$ cat config.mk
export PLATFORM = sky130hd
export DESIGN_NAME = fpf_div
export DESIGN_NICKNAME = d
export VERILOG_FILES = /design/src/hw/rtl/fpf_div.sv
export SDC_FILE = /design/constraint.sdc
export NUM_CORES = 1
export LEC_CHECK = 0
export BUFFER_PORTS_ARGS = -buffer_cell sky130_fd_sc_hd__buf_2
export CORE_MARGIN = 3
export CORE_UTILIZATION = 45
export CTS_BUF_LIST = sky130_fd_sc_hd__clkbuf_8
export CTS_CLUSTER_DIAMETER = 60
export DETAILED_ROUTE_END_ITERATION = 10
export GPL_TIMING_DRIVEN = 0
export PLACE_DENSITY = 0.76
export SLEW_MARGIN = 20
export SYNTH_ARGS = -nofsm -noshare
export SYNTH_HDL_FRONTEND = slang
export SYNTH_SLANG_ARGS = --single-unit
export TNS_END_PERCENT = 50
$ cat constraint.sdc
create_clock -name i_clk -period 2.67 [get_ports i_clk]
set_clock_uncertainty 0.1 [all_clocks]
set_input_delay 0.1335 -clock i_clk [delete_from_list [all_inputs] [get_ports i_clk]]
set_output_delay 0.1335 -clock i_clk [all_outputs]
set_load 0.1 [all_outputs]
$ cat src/hw/rtl/fpf_div.sv
`default_nettype none

// Restoring divider, one quotient bit per cycle
module fpf_div #(
    parameter int NUM_W = 32,
    parameter int DEN_W = 16
) (
    input  wire logic             i_clk,
    input  wire logic             i_rst_n,
    input  wire logic             i_start,
    input  wire logic [NUM_W-1:0] i_num,
    input  wire logic [DEN_W-1:0] i_den,
    output logic                  o_done,
    output logic      [NUM_W-1:0] o_quot
);

    localparam int CNT_W = $clog2(NUM_W);
    localparam logic [CNT_W-1:0] CNT_LAST = CNT_W'(NUM_W - 1);

    logic             r_busy, n_busy;
    logic             r_done, n_done;
    logic [CNT_W-1:0] r_cnt, n_cnt;
    logic [DEN_W-1:0] r_rem, n_rem;
    logic [NUM_W-1:0] r_num, n_num;
    logic [DEN_W-1:0] r_den, n_den;

    logic [DEN_W:0]   trial;
    logic [DEN_W:0]   diff;

    // Bring down the next numerator bit and try one subtraction
    assign trial = {r_rem, r_num[NUM_W-1]};
    assign diff  = trial - {1'b0, r_den};

    always_comb begin
        n_busy = r_busy;
        n_done = 1'b0;
        n_cnt  = r_cnt;
        n_rem  = r_rem;
        n_num  = r_num;
        n_den  = r_den;
        if (i_start) begin
            n_busy = 1'b1;
            n_cnt  = '0;
            n_rem  = '0;
            n_num  = i_num;
            n_den  = i_den;
        end else if (r_busy) begin
            // Quotient bits shift in from the bottom as numerator bits leave
            if (!diff[DEN_W]) begin
                n_rem = diff[DEN_W-1:0];
                n_num = {r_num[NUM_W-2:0], 1'b1};
            end else begin
                n_rem = trial[DEN_W-1:0];
                n_num = {r_num[NUM_W-2:0], 1'b0};
            end
            n_cnt = r_cnt + 1'b1;
            if (r_cnt == CNT_LAST) begin
                n_busy = 1'b0;
                n_done = 1'b1;
            end
        end
    end

    always_ff @(posedge i_clk) begin
        if (!i_rst_n) begin
            r_busy <= 1'b0;
            r_done <= 1'b0;
            r_cnt  <= '0;
        end else begin
            r_busy <= n_busy;
            r_done <= n_done;
            r_cnt  <= n_cnt;
        end
    end

    always_ff @(posedge i_clk) begin
        r_rem <= n_rem;
        r_num <= n_num;
        r_den <= n_den;
    end

    assign o_done = r_done;
    assign o_quot = r_num;

endmodule

`default_nettype wire

# Word level (Yosys, flattened, before mapping)
# Index checks and enable logic that the tools add are counted.
# totals
wordCells	22
ff_bits	71
out_inout_bits	33
# classes
n_bitwise	2
n_reduce_logical	3
muxes	8
n_eq_ne	1
n_addsub	2
# ops
op	n
32-bit two-way mux	2
17-bit by 16-bit subtractor with 17-bit output	1
16-bit two-way mux	1
5-bit by 1-bit adder with 5-bit output (second input constant)	1
5-bit == test (second input constant)	1
1-bit two-way mux	5
3-bit OR reduction	1
1-bit NOT	2
2-bit nonzero test	1
2-bit OR reduction	1

# Depth between registers and ports, before layout
# depth
ltp_word	4
ltp_mapped	11
mapped_depth_nobuf	10

# Worst setup path before layout
# OpenSTA, ideal clock, no wires.
# synth_path
kind	reg-to-reg
startpoint	register r_num[31] (netlist: o_quot[31])
endpoint	register r_num[0] (netlist: o_quot[0]) (data pin)
path_slack_ps	-802
path_buffers	1
arrival_ps	3112
stages_incl_launch_ff	11
cell_sequence	edfxtp_1 > inv_1 > ha_1 > fa_1 > nand2b_1 > a21oi_2 > o21ai_2 > o31ai_4 > xnor2_4 > buf_8 > mux2_2
# synth_via
elab_chain_cells	4
# synth_lines
element	line_no	rtl
start: declaration	24	logic [NUM_W-1:0] r_num, n_num;
start signal: assignment	78	r_num <= n_num;
17-bit by 16-bit subtractor with 17-bit output	32	assign diff = trial - {1'b0, r_den};
1-bit two-way mux	49	if (!diff[DEN_W]) begin
32-bit two-way mux	47	end else if (r_busy) begin
32-bit two-way mux	41	if (i_start) begin
via n_num[0]	24	
# The timed path passes the listed nets, and every way through them passes these cells. The select of a mux whose other input is x is not followed.
# A chain may end at the register's enable or synchronous reset.

# Worst setup path in the final report
# layout_path
startpoint	register r_den[0]
endpoint	register r_rem[14]
# layout_via
elab_chain_cells	2
# layout_lines
element	line_no	rtl
start: declaration	25	logic [DEN_W-1:0] r_den, n_den;
start signal: assignment	79	r_den <= n_den;
17-bit by 16-bit subtractor with 17-bit output	32	
16-bit two-way mux	49	
end signal: assignment	77	r_rem <= n_rem;
end: declaration	23	logic [DEN_W-1:0] r_rem, n_rem;
# Every way passes these cells.

==> metrics.txt <==
Core Box Area=0.007928 mm2; initial DRC count=105; unrepaired setup endpoints after global routing=true; max_cap viols=0; syn nets=382; antenna viol nets, final=0; asr flop ratio synth=0; TritonCTS clock tree=done; CP required=2790 ps; FILL cells=606; Top Usage Layer GRT=met2; Clock power frac=0.274; Comb pwr share=0.356; first-pass GRT wire length=14,550 um; root buf cell=clkbuf_8; Cells after Synth=312; max-slew violation count=0; startpoint class of the critical path=flip-flop; # diodes=0; Overflow after GRT=0; met2 Use GR=0.3100; number of synthesized flops with an enable pin=48; Seq. cell area=0.001902 mm2; critical path, cell by cell=ha_2 -> fa_2 -> nand2b_4 -> a21oi_4 -> o21ai_4 -> o31ai_4 -> xnor2_4 -> buf_12 -> buf_8 -> mux2i_2 -> a211oi_1; Synth Flop Type=edfxtp_1; met1 Usage GRT=0.2344; Placement Rows=32; Tcrit/Tclk final=0.9998; Clock Pin Slew Worst Setup and Hold Paths=80 ps; commonest non-fill, non-tap cells in the layout=83 x buf_2, 49 x dlygate4sd3_1, 48 x edfxtp_1; Critical Path Fanout Max=7; initial core utilization=0.4760; Hold Fails Final Rpt=0; First-pass DRT Iterations=4; leakage power=2.174 nW; register bit total from synthesis=71; routed wire length=8725 um; WP data arrival=2790 ps; via count=2,917; internal power=0.002334 W; clk_lat worst skew=350 ps; port bufs=83; CP delay by family, top=compound AO/OA/AOI/OAI gates; mapped cell area=0.003774 mm2; Hold WC Path Type=in2reg; # setup viols final=0; initial antenna violation count=0; post-route cell area=0.005209 mm2; share of cells above drive strength 1=0.3602; post-synthesis sequential area ratio=0.5040; Max Freq=374.6 MHz; die area=0.009521 mm2; Crit-path slowest cell=edfxtp_1; All-Layer GR Usage=0.1891; Max stage delay on crit path=400 ps; Yosys cell types=52; Relative slew margins=0.4947; peak supply drop=0.4958 mV; status=finished clean; Worst Tran Pin Value=757.9 ps; H-tree depth=3; vias in the first global route=3,096; Setup TNS=0 ps; Avg WL per Cell=15.20 um; DP HPWL=5541 um; Via-to-Cell Ratio=5.082; Net Sw Frac=0.3605; gpl congestion=0.8016; Buf+Inv Stages, Crit Path=2; Synth warnings=0; area occupied by multi-input gates=0.001764 mm2; switching pwr=0.001316 W; sequential share of power=0.371; CTS Sinks=71; Worst setup EP type=flip-flop; global routing usage on met3=0.04379; most common cell after layout, fill and taps aside=buf_2; DR DRC count=0; Inserted Clock Buffers=9; height of the chip=97.58 um; synth-to-layout area growth=38.03%; # nets final=537; Clock Tree Buf Depth=2; largest net degree at the start of global routing=33; Power Dens Cells=700.7 mW/mm2; Tmin final=2669 ps; Crit Path Class=reg2reg; placed cell areas=0.004329 mm2; die width=97.58 um; Post-Syn Area per Cell=12.09 um2; Ports=84
[metrics by stage]
step,setup WS (ps),power (W),hold slack [ps],util,cells
2_1_floorplan,-660.0,0.002286,132.4,-,312
4_1_cts,-68.41,0.003638,141.2,0.6525,571
6_report,0.5329,0.003650,142.2,0.6570,574
3_3_place_gp,-152.7,0.002463,211.4,0.5461,497
5_1_grt,-97.36,0.003815,149.0,0.6570,574
3_5_place_dp,-190.9,0.002483,212.1,0.5461,497
[kinds of logic (layout without fill, tap and decap cells)]
logic type / after synthesis / count (layout) / share of synthesized area
and+or+nand+nor: 66 / 66 / 0.08754
buffers and inverters: 32 / 192 / 0.03945
adders and majority gates: 19 / 19 / 0.06499
DFF: 71 / 71 / 0.5040
xor gates and xnor gates: 18 / 18 / 0.04675
AOI/OAI and AO/OA: 57 / 57 / 0.1154
muxes: 49 / 49 / 0.1419
[worst paths after layout]
| check | from | end | slack (ps) | cells after the start |
|---|---|---|---|---|
| setup reg to reg | r_den[0] | r_rem[14] | 0.5 | 11 |
| setup / recovery | r_den[0] | r_rem[14] | 0.5 | 11 |
| hold / removal | i_start | r_den[7] | 140 | 1 |
| hold reg to reg | r_rem[9] | r_rem[9] | 410 | 2 |
[synthesized netlist by cell type, types with 7 or more instances]
library cell  count  share of area
mux2_2           32          0.095
mux2i_1          16          0.042
o21ai_0           7         0.0093
edfxtp_1         48           0.38
nand2_1          14          0.014
xnor2_1           7          0.016
a211oi_1         13          0.026
a21oi_1          12          0.016
nand2b_1          7          0.012
ha_1             18          0.060
inv_1            18          0.018
clkbuf_1          7         0.0070
nor2_1           24          0.024
dfxtp_1          23           0.12
xor2_1           10          0.023
[metal layers]
metal  up-vias  part of all wire
met5         -                 0
met4         0             0.030
met3        23             0.050
met2        85              0.48
met1      1359              0.44
li1       1450                 -
[what timing repair did]
item,CTS,global route
gates resized for setup,3,4
hold buffers,49,0
setup buffers,8,3
setup endpoints to repair,11,17
endpoints found under the hold margin,49,0
pin swaps,6,7
cloned,1,0
[power by group through the flow]
stage	clock network, W	registers [W]	logic [W]
2_1_floorplan	0	0.00175	0.000536
3_3_place_gp	0	0.00137	0.00109
3_5_place_dp	0	0.00137	0.00111
4_1_cts	0.00102	0.00135	0.00126
5_1_grt	0.00107	0.00137	0.00138
6_report	0.000999	0.00135	0.00130
[cell type report]
class	count	area share
Sequential cell	71	0.3651
Buffer	13	0.01489
Inverter	19	0.01369
Tap cell	102	0.02450
Clock inverter	7	0.02018
Multi-Input combinational cell	209	0.3387
Timing Repair Buffer	144	0.1991
Clock buffer	9	0.02378
[sequential cells by signal, summed over array words and instances, names as in the netlist]
signal and cells:
r_busy 1, r_rem 16, r_den 16, o_done 1, r_cnt 5, o_quot 32
Note: power is estimated with default switching activity, not from simulation.
